==> src/hdl/event_word_deframer_core_assert.svh <==
// Assertion macros shared by the deframer modules.
// Each macro expects signals named clk and rst_n in the module that uses it.
`ifndef EVENT_WORD_DEFRAMER_CORE_ASSERT_SVH
`define EVENT_WORD_DEFRAMER_CORE_ASSERT_SVH

// The consequence must hold in the same cycle as the antecedent.
`define EWD_ASSERT_SAME(label, ante, cons, msg) \
    label: assert property (@(posedge clk) disable iff (!rst_n) (ante) |-> (cons)) \
        else $error(msg);

// The consequence must hold in the cycle after the antecedent.
`define EWD_ASSERT_NEXT(label, ante, cons, msg) \
    label: assert property (@(posedge clk) disable iff (!rst_n) (ante) |=> (cons)) \
        else $error(msg);

`endif

==> src/hdl/ewd_pkg.sv <==
// Package of the event word deframer: sizes, codes, command and record types.
// Used by every module of the block; depends on nothing.
package ewd_pkg;

    localparam int EVENT_COUNT_BITS = 16;
    localparam int CHUNK_BITS       = 16;
    localparam int FILE_BITS        = 41;
    localparam int MAX_BYTES_BITS   = 40;
    localparam int TYPE_BITS        = 16;

    localparam logic [31:0] SEPARATOR_WORD = 32'haaaaaaaa;
    localparam int MIN_EVENT_BYTES  = 56;
    localparam int LEN_TOLERANCE    = 8;
    localparam int RECORD_OVERHEAD  = 16;
    localparam int HEADER_WORDS     = 3;

    localparam logic [EVENT_COUNT_BITS-1:0] EVT_MAX = '1;
    localparam logic [FILE_BITS-1:0]        FILE_MAX = '1;

    localparam int CMD_DEPTH = 4;
    localparam int CMD_PTR_W = $clog2(CMD_DEPTH);
    localparam int CMD_CNT_W = $clog2(CMD_DEPTH + 1);
    localparam int OUT_DEPTH = 4;
    localparam int OUT_PTR_W = $clog2(OUT_DEPTH);
    localparam int OUT_CNT_W = $clog2(OUT_DEPTH + 1);

    localparam logic [1:0] STAT_OK       = 2'd0;
    localparam logic [1:0] STAT_SHORT    = 2'd1;
    localparam logic [1:0] STAT_MISMATCH = 2'd2;

    localparam logic KIND_EVENT = 1'b0;
    localparam logic KIND_ROLL  = 1'b1;

    localparam logic REG_RECORD_TYPE = 1'b0;
    localparam logic REG_MAX_FILE    = 1'b1;

    typedef struct packed {
        logic                        has_event;
        logic                        buf_end;
        logic [1:0]                  status;
        logic [11:0]                 board;
        logic [47:0]                 stamp;
        logic [EVENT_COUNT_BITS-1:0] evt_bytes;
        logic [12:0]                 decl;
    } cmd_t;

    typedef struct packed {
        logic        kind;
        logic [1:0]  status;
        logic [11:0] board;
        logic [47:0] stamp;
        logic [15:0] evt_len;
        logic [12:0] decl;
        logic [15:0] chunk;
        logic        last;
    } rec_t;

    function automatic logic [31:0] swap32(input logic [31:0] w);
        return {w[7:0], w[15:8], w[23:16], w[31:24]};
    endfunction

endpackage

==> src/hdl/ewd_cmd_queue.sv <==
// Short queue of classified commands between the front and the back part.
// Depends on ewd_pkg for the command type and depth.
`include "event_word_deframer_core_assert.svh"

module ewd_cmd_queue (
    input  logic          clk,
    input  logic          rst_n,
    input  logic          wr_en,
    input  ewd_pkg::cmd_t wr_data,
    output logic          full,
    input  logic          rd_en,
    output logic          empty,
    output ewd_pkg::cmd_t head
);

    ewd_pkg::cmd_t                   mem_reg [ewd_pkg::CMD_DEPTH];
    logic [ewd_pkg::CMD_PTR_W-1:0]   wptr_reg;
    logic [ewd_pkg::CMD_PTR_W-1:0]   wptr_next;
    logic [ewd_pkg::CMD_PTR_W-1:0]   rptr_reg;
    logic [ewd_pkg::CMD_PTR_W-1:0]   rptr_next;
    logic [ewd_pkg::CMD_CNT_W-1:0]   cnt_reg;
    logic [ewd_pkg::CMD_CNT_W-1:0]   cnt_next;
    logic                            do_wr;
    logic                            do_rd;

    assign full  = (cnt_reg == ewd_pkg::CMD_CNT_W'(ewd_pkg::CMD_DEPTH));
    assign empty = (cnt_reg == '0);
    assign head  = mem_reg[rptr_reg];
    assign do_wr = wr_en && !full;
    assign do_rd = rd_en && !empty;

    always_comb
    begin
        wptr_next = wptr_reg;
        rptr_next = rptr_reg;
        cnt_next  = cnt_reg;
        if (do_wr)
        begin
            wptr_next = (wptr_reg == ewd_pkg::CMD_PTR_W'(ewd_pkg::CMD_DEPTH - 1)) ?
                        '0 : wptr_reg + 1'b1;
        end
        if (do_rd)
        begin
            rptr_next = (rptr_reg == ewd_pkg::CMD_PTR_W'(ewd_pkg::CMD_DEPTH - 1)) ?
                        '0 : rptr_reg + 1'b1;
        end
        if (do_wr && !do_rd)
        begin
            cnt_next = cnt_reg + 1'b1;
        end
        else if (do_rd && !do_wr)
        begin
            cnt_next = cnt_reg - 1'b1;
        end
    end

    always_ff @(posedge clk or negedge rst_n)
    begin
        if (!rst_n)
        begin
            wptr_reg <= '0;
            rptr_reg <= '0;
            cnt_reg  <= '0;
        end
        else
        begin
            wptr_reg <= wptr_next;
            rptr_reg <= rptr_next;
            cnt_reg  <= cnt_next;
        end
    end

    always_ff @(posedge clk)
    begin
        if (do_wr)
        begin
            mem_reg[wptr_reg] <= wr_data;
        end
    end

    `EWD_ASSERT_SAME(a_cmd_cnt_bound, 1'b1, cnt_reg <= ewd_pkg::CMD_CNT_W'(ewd_pkg::CMD_DEPTH), "command queue count beyond its depth")

endmodule

==> src/hdl/ewd_front.sv <==
// Front part: takes words, keeps the header words and the event byte count,
// and classifies each closed event into a command. Depends on ewd_pkg.
`include "event_word_deframer_core_assert.svh"

module ewd_front (
    input  logic          clk,
    input  logic          rst_n,
    input  logic          accept,
    input  logic [31:0]   data_word,
    input  logic          buffer_end,
    output logic          cmd_push,
    output ewd_pkg::cmd_t cmd_data
);

    localparam int ECB = ewd_pkg::EVENT_COUNT_BITS;

    logic [31:0]    hdr_reg [ewd_pkg::HEADER_WORDS];
    logic [31:0]    hdr_cur [ewd_pkg::HEADER_WORDS];
    logic [ECB-1:0] cnt_reg;
    logic [ECB-1:0] cnt_next;
    logic [ECB-1:0] cnt_inc;
    logic           is_sep;
    logic           hdr_wr;
    logic [1:0]     slot;
    logic           close;
    logic [31:0]    h0s;
    logic [31:0]    h1s;
    logic [31:0]    h2s;
    logic [12:0]    decl;
    logic [ECB:0]   n_w;
    logic [ECB:0]   d_w;
    logic           short_evt;
    logic           mismatch;

    assign is_sep  = (data_word == ewd_pkg::SEPARATOR_WORD);
    assign slot    = cnt_reg[3:2];
    assign hdr_wr  = accept && !is_sep && (cnt_reg < ECB'(4 * ewd_pkg::HEADER_WORDS));
    assign cnt_inc = (is_sep) ? cnt_reg :
                     (cnt_reg > ewd_pkg::EVT_MAX - ECB'(4)) ? ewd_pkg::EVT_MAX :
                     cnt_reg + ECB'(4);
    assign close   = (is_sep || buffer_end) && (cnt_inc != '0);

    always_comb
    begin
        for (int i = 0; i < ewd_pkg::HEADER_WORDS; i++)
        begin
            hdr_cur[i] = (hdr_wr && (slot == 2'(i))) ? data_word : hdr_reg[i];
        end
    end

    assign h0s  = ewd_pkg::swap32(hdr_cur[0]);
    assign h1s  = ewd_pkg::swap32(hdr_cur[1]);
    assign h2s  = ewd_pkg::swap32(hdr_cur[2]);
    assign decl = {h0s[26:16], 2'b00};
    assign n_w  = {1'b0, cnt_inc};
    assign d_w  = (ECB + 1)'(decl);

    assign short_evt = (cnt_inc < ECB'(ewd_pkg::MIN_EVENT_BYTES));
    assign mismatch  = (n_w > d_w + (ECB + 1)'(ewd_pkg::LEN_TOLERANCE)) ||
                       (d_w > n_w + (ECB + 1)'(ewd_pkg::LEN_TOLERANCE));

    always_comb
    begin
        cmd_data.has_event = close;
        cmd_data.buf_end   = buffer_end;
        cmd_data.status    = short_evt ? ewd_pkg::STAT_SHORT :
                             mismatch  ? ewd_pkg::STAT_MISMATCH : ewd_pkg::STAT_OK;
        cmd_data.board     = h0s[15:4];
        cmd_data.stamp     = {h2s[15:0], h1s};
        cmd_data.evt_bytes = cnt_inc;
        cmd_data.decl      = decl;
    end

    assign cmd_push = accept && (close || buffer_end);
    assign cnt_next = close ? '0 : cnt_inc;

    always_ff @(posedge clk or negedge rst_n)
    begin
        if (!rst_n)
        begin
            cnt_reg <= '0;
        end
        else if (accept)
        begin
            cnt_reg <= cnt_next;
        end
    end

    always_ff @(posedge clk)
    begin
        if (hdr_wr)
        begin
            hdr_reg[slot] <= data_word;
        end
    end

    `EWD_ASSERT_NEXT(a_close_clears_count, accept && close, cnt_reg == '0, "event byte count not cleared after an event closed")

endmodule

==> src/hdl/ewd_back.sv <==
// Back part: carries out commands, keeps the file byte count and chunk index,
// and holds finished records in an output queue. Depends on ewd_pkg.
`include "event_word_deframer_core_assert.svh"

module ewd_back (
    input  logic                                clk,
    input  logic                                rst_n,
    input  ewd_pkg::cmd_t                       cmd_head,
    input  logic                                cmd_empty,
    output logic                                cmd_pop,
    input  logic [ewd_pkg::MAX_BYTES_BITS-1:0]  max_file_bytes,
    input  logic                                pop,
    output logic                                empty,
    output ewd_pkg::rec_t                       rec
);

    typedef enum logic [1:0] {
        BK_RUN  = 2'b01,
        BK_ROLL = 2'b10
    } bk_state_t;

    localparam int FB = ewd_pkg::FILE_BITS;

    bk_state_t                       state_reg;
    bk_state_t                       state_next;
    logic [FB-1:0]                   file_reg;
    logic [FB-1:0]                   file_next;
    logic [ewd_pkg::CHUNK_BITS-1:0]  chunk_reg;
    logic [ewd_pkg::CHUNK_BITS-1:0]  chunk_next;
    logic [ewd_pkg::CHUNK_BITS-1:0]  chunk_inc;
    logic [FB:0]                     sum;
    logic [FB-1:0]                   file_add;
    logic                            roll;
    logic                            go;
    logic                            wr_en;
    ewd_pkg::rec_t                   wr_rec;

    ewd_pkg::rec_t                   out_reg [ewd_pkg::OUT_DEPTH];
    logic [ewd_pkg::OUT_PTR_W-1:0]   owptr_reg;
    logic [ewd_pkg::OUT_PTR_W-1:0]   orptr_reg;
    logic [ewd_pkg::OUT_CNT_W-1:0]   ocnt_reg;
    logic [ewd_pkg::OUT_CNT_W-1:0]   ocnt_next;
    logic                            room;
    logic                            out_rd;

    assign room   = (ocnt_reg != ewd_pkg::OUT_CNT_W'(ewd_pkg::OUT_DEPTH));
    assign empty  = (ocnt_reg == '0);
    assign rec    = out_reg[orptr_reg];
    assign out_rd = pop && !empty;
    assign go     = !cmd_empty && room;

    assign sum       = {1'b0, file_reg} + (FB + 1)'(cmd_head.evt_bytes)
                       + (FB + 1)'(ewd_pkg::RECORD_OVERHEAD);
    assign file_add  = (cmd_head.has_event && (cmd_head.status == ewd_pkg::STAT_OK)) ?
                       (sum[FB] ? ewd_pkg::FILE_MAX : sum[FB-1:0]) : file_reg;
    assign roll      = cmd_head.buf_end && (file_add >= FB'(max_file_bytes));
    assign chunk_inc = chunk_reg + 1'b1;

    always_comb
    begin
        state_next = state_reg;
        file_next  = file_reg;
        chunk_next = chunk_reg;
        cmd_pop    = 1'b0;
        wr_en      = 1'b0;
        wr_rec     = '0;
        wr_rec.last = 1'b1;
        case (state_reg)
            BK_RUN:
            begin
                if (go)
                begin
                    if (cmd_head.has_event)
                    begin
                        wr_en          = 1'b1;
                        wr_rec.kind    = ewd_pkg::KIND_EVENT;
                        wr_rec.status  = cmd_head.status;
                        wr_rec.board   = cmd_head.board;
                        wr_rec.stamp   = cmd_head.stamp;
                        wr_rec.evt_len = 16'(cmd_head.evt_bytes);
                        wr_rec.decl    = cmd_head.decl;
                        wr_rec.chunk   = 16'(chunk_reg);
                        wr_rec.last    = !roll;
                        if (roll)
                        begin
                            file_next  = '0;
                            chunk_next = chunk_inc;
                            state_next = BK_ROLL;
                        end
                        else
                        begin
                            file_next = file_add;
                            cmd_pop   = 1'b1;
                        end
                    end
                    else
                    begin
                        cmd_pop = 1'b1;
                        if (roll)
                        begin
                            wr_en        = 1'b1;
                            wr_rec.kind  = ewd_pkg::KIND_ROLL;
                            wr_rec.chunk = 16'(chunk_inc);
                            file_next    = '0;
                            chunk_next   = chunk_inc;
                        end
                    end
                end
            end
            BK_ROLL:
            begin
                if (go)
                begin
                    wr_en        = 1'b1;
                    wr_rec.kind  = ewd_pkg::KIND_ROLL;
                    wr_rec.chunk = 16'(chunk_reg);
                    cmd_pop      = 1'b1;
                    state_next   = BK_RUN;
                end
            end
            default:
            begin
                state_next = BK_RUN;
            end
        endcase
    end

    always_comb
    begin
        ocnt_next = ocnt_reg;
        if (wr_en && !out_rd)
        begin
            ocnt_next = ocnt_reg + 1'b1;
        end
        else if (out_rd && !wr_en)
        begin
            ocnt_next = ocnt_reg - 1'b1;
        end
    end

    always_ff @(posedge clk or negedge rst_n)
    begin
        if (!rst_n)
        begin
            state_reg <= BK_RUN;
            file_reg  <= '0;
            chunk_reg <= '0;
            owptr_reg <= '0;
            orptr_reg <= '0;
            ocnt_reg  <= '0;
        end
        else
        begin
            state_reg <= state_next;
            file_reg  <= file_next;
            chunk_reg <= chunk_next;
            ocnt_reg  <= ocnt_next;
            if (wr_en)
            begin
                owptr_reg <= (owptr_reg == ewd_pkg::OUT_PTR_W'(ewd_pkg::OUT_DEPTH - 1)) ?
                             '0 : owptr_reg + 1'b1;
            end
            if (out_rd)
            begin
                orptr_reg <= (orptr_reg == ewd_pkg::OUT_PTR_W'(ewd_pkg::OUT_DEPTH - 1)) ?
                             '0 : orptr_reg + 1'b1;
            end
        end
    end

    always_ff @(posedge clk)
    begin
        if (wr_en)
        begin
            out_reg[owptr_reg] <= wr_rec;
        end
    end

    `EWD_ASSERT_SAME(a_roll_has_cmd, state_reg == BK_ROLL, !cmd_empty, "pending rollover without its command")
    `EWD_ASSERT_NEXT(a_roll_clears_file, wr_en && (wr_rec.kind == ewd_pkg::KIND_ROLL), file_reg == '0, "file byte count not cleared by rollover")
    `EWD_ASSERT_SAME(a_out_cnt_bound, 1'b1, ocnt_reg <= ewd_pkg::OUT_CNT_W'(ewd_pkg::OUT_DEPTH), "output queue count beyond its depth")

endmodule

==> src/hdl/event_word_deframer_core.sv <==
// Top level of the event word deframer: configuration registers and the
// front part, command queue and back part. Depends on ewd_pkg and all ewd_ modules.
//
// The block takes one word per clock cycle while the command queue is not
// full. A word that closes an event, or the last word of a buffer, places one
// command in a four-entry queue; the back part carries out one command per
// cycle while the output queue has room, but a buffer end that closes an
// event and starts a new chunk writes the event record in BK_RUN and the
// rollover record in BK_ROLL. Records are registered in a four-entry output
// queue, so input words keep flowing while results are not taken, until both
// queues fill. Configuration writes are taken in any cycle and must only be
// made while no item is in flight.
module event_word_deframer_core (
    input  logic        clk,
    input  logic        rst_n,
    input  logic        push,
    output logic        full,
    input  logic [31:0] data_word,
    input  logic        buffer_end,
    output logic        empty,
    input  logic        pop,
    output logic        record_kind,
    output logic [1:0]  event_status,
    output logic [11:0] board_number,
    output logic [47:0] event_timestamp,
    output logic [15:0] event_length_bytes,
    output logic [12:0] declared_length_bytes,
    output logic [15:0] record_type,
    output logic [15:0] chunk_number,
    output logic        is_last,
    input  logic        cfg_valid,
    output logic        cfg_ready,
    input  logic        cfg_index,
    input  logic [39:0] cfg_data
);

    logic [ewd_pkg::TYPE_BITS-1:0]      type_reg;
    logic [ewd_pkg::MAX_BYTES_BITS-1:0] max_reg;
    logic                               accept;
    logic                               cmd_push;
    ewd_pkg::cmd_t                      cmd_in;
    ewd_pkg::cmd_t                      cmd_head;
    logic                               cmd_empty;
    logic                               cmd_pop;
    ewd_pkg::rec_t                      rec;

    assign cfg_ready = 1'b1;
    assign accept    = push && !full;

    always_ff @(posedge clk or negedge rst_n)
    begin
        if (!rst_n)
        begin
            type_reg <= ewd_pkg::TYPE_BITS'(14);
            max_reg  <= ewd_pkg::MAX_BYTES_BITS'(2000000000);
        end
        else if (cfg_valid && cfg_ready)
        begin
            case (cfg_index)
                ewd_pkg::REG_RECORD_TYPE: type_reg <= cfg_data[ewd_pkg::TYPE_BITS-1:0];
                ewd_pkg::REG_MAX_FILE:    max_reg  <= cfg_data;
                default:                  max_reg  <= max_reg;
            endcase
        end
    end

    ewd_front u_front (
        .clk        (clk),
        .rst_n      (rst_n),
        .accept     (accept),
        .data_word  (data_word),
        .buffer_end (buffer_end),
        .cmd_push   (cmd_push),
        .cmd_data   (cmd_in)
    );

    ewd_cmd_queue u_queue (
        .clk     (clk),
        .rst_n   (rst_n),
        .wr_en   (cmd_push),
        .wr_data (cmd_in),
        .full    (full),
        .rd_en   (cmd_pop),
        .empty   (cmd_empty),
        .head    (cmd_head)
    );

    ewd_back u_back (
        .clk            (clk),
        .rst_n          (rst_n),
        .cmd_head       (cmd_head),
        .cmd_empty      (cmd_empty),
        .cmd_pop        (cmd_pop),
        .max_file_bytes (max_reg),
        .pop            (pop),
        .empty          (empty),
        .rec            (rec)
    );

    assign record_kind           = rec.kind;
    assign event_status          = rec.status;
    assign board_number          = rec.board;
    assign event_timestamp       = rec.stamp;
    assign event_length_bytes    = rec.evt_len;
    assign declared_length_bytes = rec.decl;
    assign record_type           = type_reg;
    assign chunk_number          = rec.chunk;
    assign is_last               = rec.last;

endmodule

==> config.mk <==
export PLATFORM = sky130hd
export DESIGN_NAME = event_word_deframer_core
export DESIGN_NICKNAME = d
export VERILOG_FILES = /design/src/hdl/ewd_pkg.sv /design/src/hdl/ewd_cmd_queue.sv /design/src/hdl/ewd_front.sv /design/src/hdl/ewd_back.sv /design/src/hdl/event_word_deframer_core.sv
export VERILOG_INCLUDE_DIRS = /design/src /design/src/hdl
export SDC_FILE = /design/constraint.sdc
export NUM_CORES = 1
export LEC_CHECK = 0
export BUFFER_PORTS_ARGS = -buffer_cell sky130_fd_sc_hd__buf_2
export CORE_ASPECT_RATIO = 0.9
export CORE_MARGIN = 5
export CORE_UTILIZATION = 45
export CTS_CLUSTER_DIAMETER = 30
export DETAILED_ROUTE_END_ITERATION = 6
export GPL_TIMING_DRIVEN = 0
export PLACE_DENSITY = 0.67
export RECOVER_POWER = 100
export SLEW_MARGIN = 0
export SYNTH_ARGS = -nofsm -noshare
export SYNTH_HDL_FRONTEND = slang
export SYNTH_SLANG_ARGS = --single-unit
==> constraint.sdc <==
create_clock -name clk -period 13.35 [get_ports clk]
set_clock_uncertainty 0.05 [all_clocks]
set_input_delay 2.0025 -clock clk [delete_from_list [all_inputs] [get_ports clk]]
set_output_delay 2.0025 -clock clk [all_outputs]
set_load 0.05 [all_outputs]
==> impl_metrics.ini <==
[setup_path]
reg2reg_from = u_queue.rptr_reg[0]
slowest_stage = nor3_1
critPathMaxStageDelay_ns = 0.77
end_kind = flop
crit_type = reg2reg
cp_common_cell = clkbuf_1
arrival_ns = 11.54
path_max_fanout = 10
critPathLaunch = u_queue.rptr_reg[0]
required_ns = 13.91
cp-start-kind = flop

[routing]
vias = 24491
wirelength_um = 102900
drc_errors = 0
detail_route.vias_per_cell = 5.718
drt-pass1-iter-count = 5
wl_per_cell_um = 24.02
drtIter0Drc = 2297
antenna_left = 0

[die]
core_region_area_mm2 = 0.09465
die_area_mm2 = 0.1017
ioPinCount = 207
die_h_um = 303.1
die_x_um = 335.6
initial_utilization_pct = 45.37
placementRows = 107

[clock_tree]
root_buffer = clkbuf_16
cts_inserted_buffers = 186
postCtsSetupBuffers = 0
cts_resized = 0
cts_sinks = 1008
clk_pin_slew_worst_paths_ns = 0.05
hold_buffers = 0
cts_tree = done
htreeDepth = 4
insertion_delay_ns = 0.77
cts_max_path_buffers = 3

[timing]
slew_violations = 605
setup_tns_ns = 0
finalSetupViolCount = 0
hold_viol = 0
fmax_ghz = 0.09109
period_share_pct = 82.23
rsz0062_at_grt = false
period_needed_ns = 10.98
hold_slack_ns = 0.4481
worst_pin_slew_ns = 5.255
slew_headroom_pct = -250.3

[logic_synthesis]
ys_ff_latch = 1008
ys_seq_area_share_pct = 68.85
yosysWarnings = 0
netlist_instances = 2459
synthDistinctLibCells = 82
async_flop_share_pct = 14.38
netlist_area_mm2 = 0.04294
synth-main-ff-cell = edfxtp_1
synth_edf_count = 863
avgSynthCellArea_um2 = 17.46

[global_route]
grt_max_degree = 90
antenna_found_initial = 2
track_usage_pct = 20.10
overflow = 0
first_global_vias = 25258
grt_pass1_wl_um = 154900

[worst_hold_path]
min_path_type = reg2reg
holdCritStartpoint = record_type[14]

[placement]
hpwlAfterDp_um = 68510
gp_congestion = 0.8731
numPortBuffers = 203

[finish]
largest_reg_flops = 428
drive_above_1_share_pct = 22.58
nNetsFinal = 3061
area_growth_pct = 21.61

[power]
power_density_mw_per_mm2 = 268.7
leakage_nw = 18.99
ir_worst_vdd_mv = 0.1748

[flow_run]
drv_cap = 14

[outcome]
outcome = complete, but fails checks
failed_checks = capacitance limit, slew limit
==> critical path: cells and delay by family (launching register included) <==
family / cells / cell delay, ns
buf+inv: 9 / 3.01
simple gates: 6 / 1.82
fa+ha+maj: 5 / 1.52
compound gates: 9 / 3.07
mux: 2 / 0.91
flops: 1 / 0.46
==> per-stage QoR <==
stage / util, % / area (um^2) / cells / total power [mW] / setup WS, ns
2_1_floorplan: - / 42940 / 2460 / 7.897 / 4.016
6_report: 55.17 / 52220 / 4283 / 14.03 / 2.372
3_5_place_dp: 48.51 / 45910 / 3929 / 9.322 / 3.125
4_1_cts: 55.59 / 52620 / 4282 / 14.24 / 2.990
3_3_place_gp: 48.10 / 45530 / 3916 / 9.202 / -0.5743
5_1_grt: 55.17 / 52220 / 4282 / 14.65 / 1.642
==> layout by cell type (no fill, tap or decap), types with 13 or more instances in the layout <==
cell | netlist | layout
a21oi_1 | 51 | 51
a22o_1 | 46 | 46
a31oi_1 | 29 | 30
and3_1 | 115 | 115
and4_1 | 13 | 13
buf_2 | 10 | 59
bufinv_16 | 0 | 28
clkbuf_1 | 77 | 272
clkbuf_16 | 0 | 187
clkinv_1 | 0 | 20
clkinv_2 | 0 | 28
clkinvlp_4 | 0 | 20
dfrtp_1 | 128 | 128
dfstp_2 | 17 | 17
edfxtp_1 | 863 | 863
ha_1 | 115 | 115
inv_1 | 82 | 82
inv_6 | 0 | 24
mux2_1 | 0 | 70
mux2_2 | 135 | 65
mux4_2 | 198 | 198
nand2_1 | 82 | 83
nand3_1 | 40 | 41
nand4_1 | 23 | 23
nor2_1 | 73 | 73
nor3_1 | 20 | 20
o21ai_0 | 54 | 56
xnor2_1 | 41 | 41
xor2_1 | 29 | 29
==> routing by layer <==
metal | vias up | track usage, % | routed length, um
li1 | 10760 | - | -
met1 | 12705 | 28.25 | 43960
met2 | 856 | 32.20 | 50000
met3 | 170 | 3.902 | 6478
met4 | 0 | 6.308 | 2435
met5 | - | 0 | 0
==> cells by family after synthesis <==
| kind of cell | Yosys count | synth area share, % |
|---|---|---|
| flops | 1008 | 68.85 |
| simple gates | 433 | 5.461 |
| mux | 344 | 14.19 |
| compound gates | 283 | 4.694 |
| buf+inv | 201 | 1.865 |
| fa+ha+maj | 118 | 3.491 |
| xor+xnor | 70 | 1.428 |
| other cells | 2 | 0.01749 |
==> area by class of cell <==
cell class	instances	area, um^2
Sequential cell	1008	29560
Multi-Input combinational cell	1251	12540
Tap cell	1253	1568
Timing Repair Buffer	216	1069
Inverter	82	307.8
Fill cell	7192	42430
Antenna cell	1	2.502
Buffer	119	464.2
Clock buffer	204	4803
Clock inverter	149	1899
==> power breakdown <==
part / leakage (nW) / internal (mW) / switching [mW] / total, mW
sequential: 9.73 / 4.41 / 0.185 / 4.60
combinational: 6.04 / 1.43 / 3.14 / 4.57
clock: 3.22 / 3.19 / 1.68 / 4.87
==> cell usage after synthesis, drive strengths merged, types with 5 or more instances <==
master	count	area share, %
nand2	83	0.73
nor2b	5	0.073
nor2	73	0.64
a31oi	30	0.47
o311a	11	0.26
mux2	136	3.6
o211ai	5	0.087
o21ai	56	0.65
nand2b	9	0.13
nand3	41	0.49
and3	115	1.7
buf	42	0.47
xor2	29	0.59
mux2i	10	0.23
clkbuf	77	0.67
mux4	198	10
or3	7	0.10
ha	115	3.4
dfstp	17	1.0
o2111ai	6	0.16
a21o	10	0.17
nor4	6	0.087
dfrtp	128	7.5
xnor2	41	0.84
a22o	46	0.94
a21oi	51	0.59
nor3	20	0.23
and4	13	0.27
and2	17	0.25
nand4	23	0.34
a2111oi	5	0.12
inv	82	0.72
a221oi	5	0.10
a211oi	12	0.22
o21a	9	0.16
edfxtp	863	60
==> worst paths after layout <==
kind / to / slack [ns] / depth (start not counted)
worst max-delay path: u_queue.cnt_reg[1] / 2.37 / 31
worst min-delay path: record_type[14] / 0.45 / 1
min in group asynchronous: record_type[11] / 2.19 / 1
max in group asynchronous: u_back.file_reg[35] / 4.81 / 2
worst min register to register: record_type[14] / 0.45 / 1
worst max register to register: u_queue.cnt_reg[1] / 2.37 / 31
Note: power is estimated with default switching activity, not from simulation.
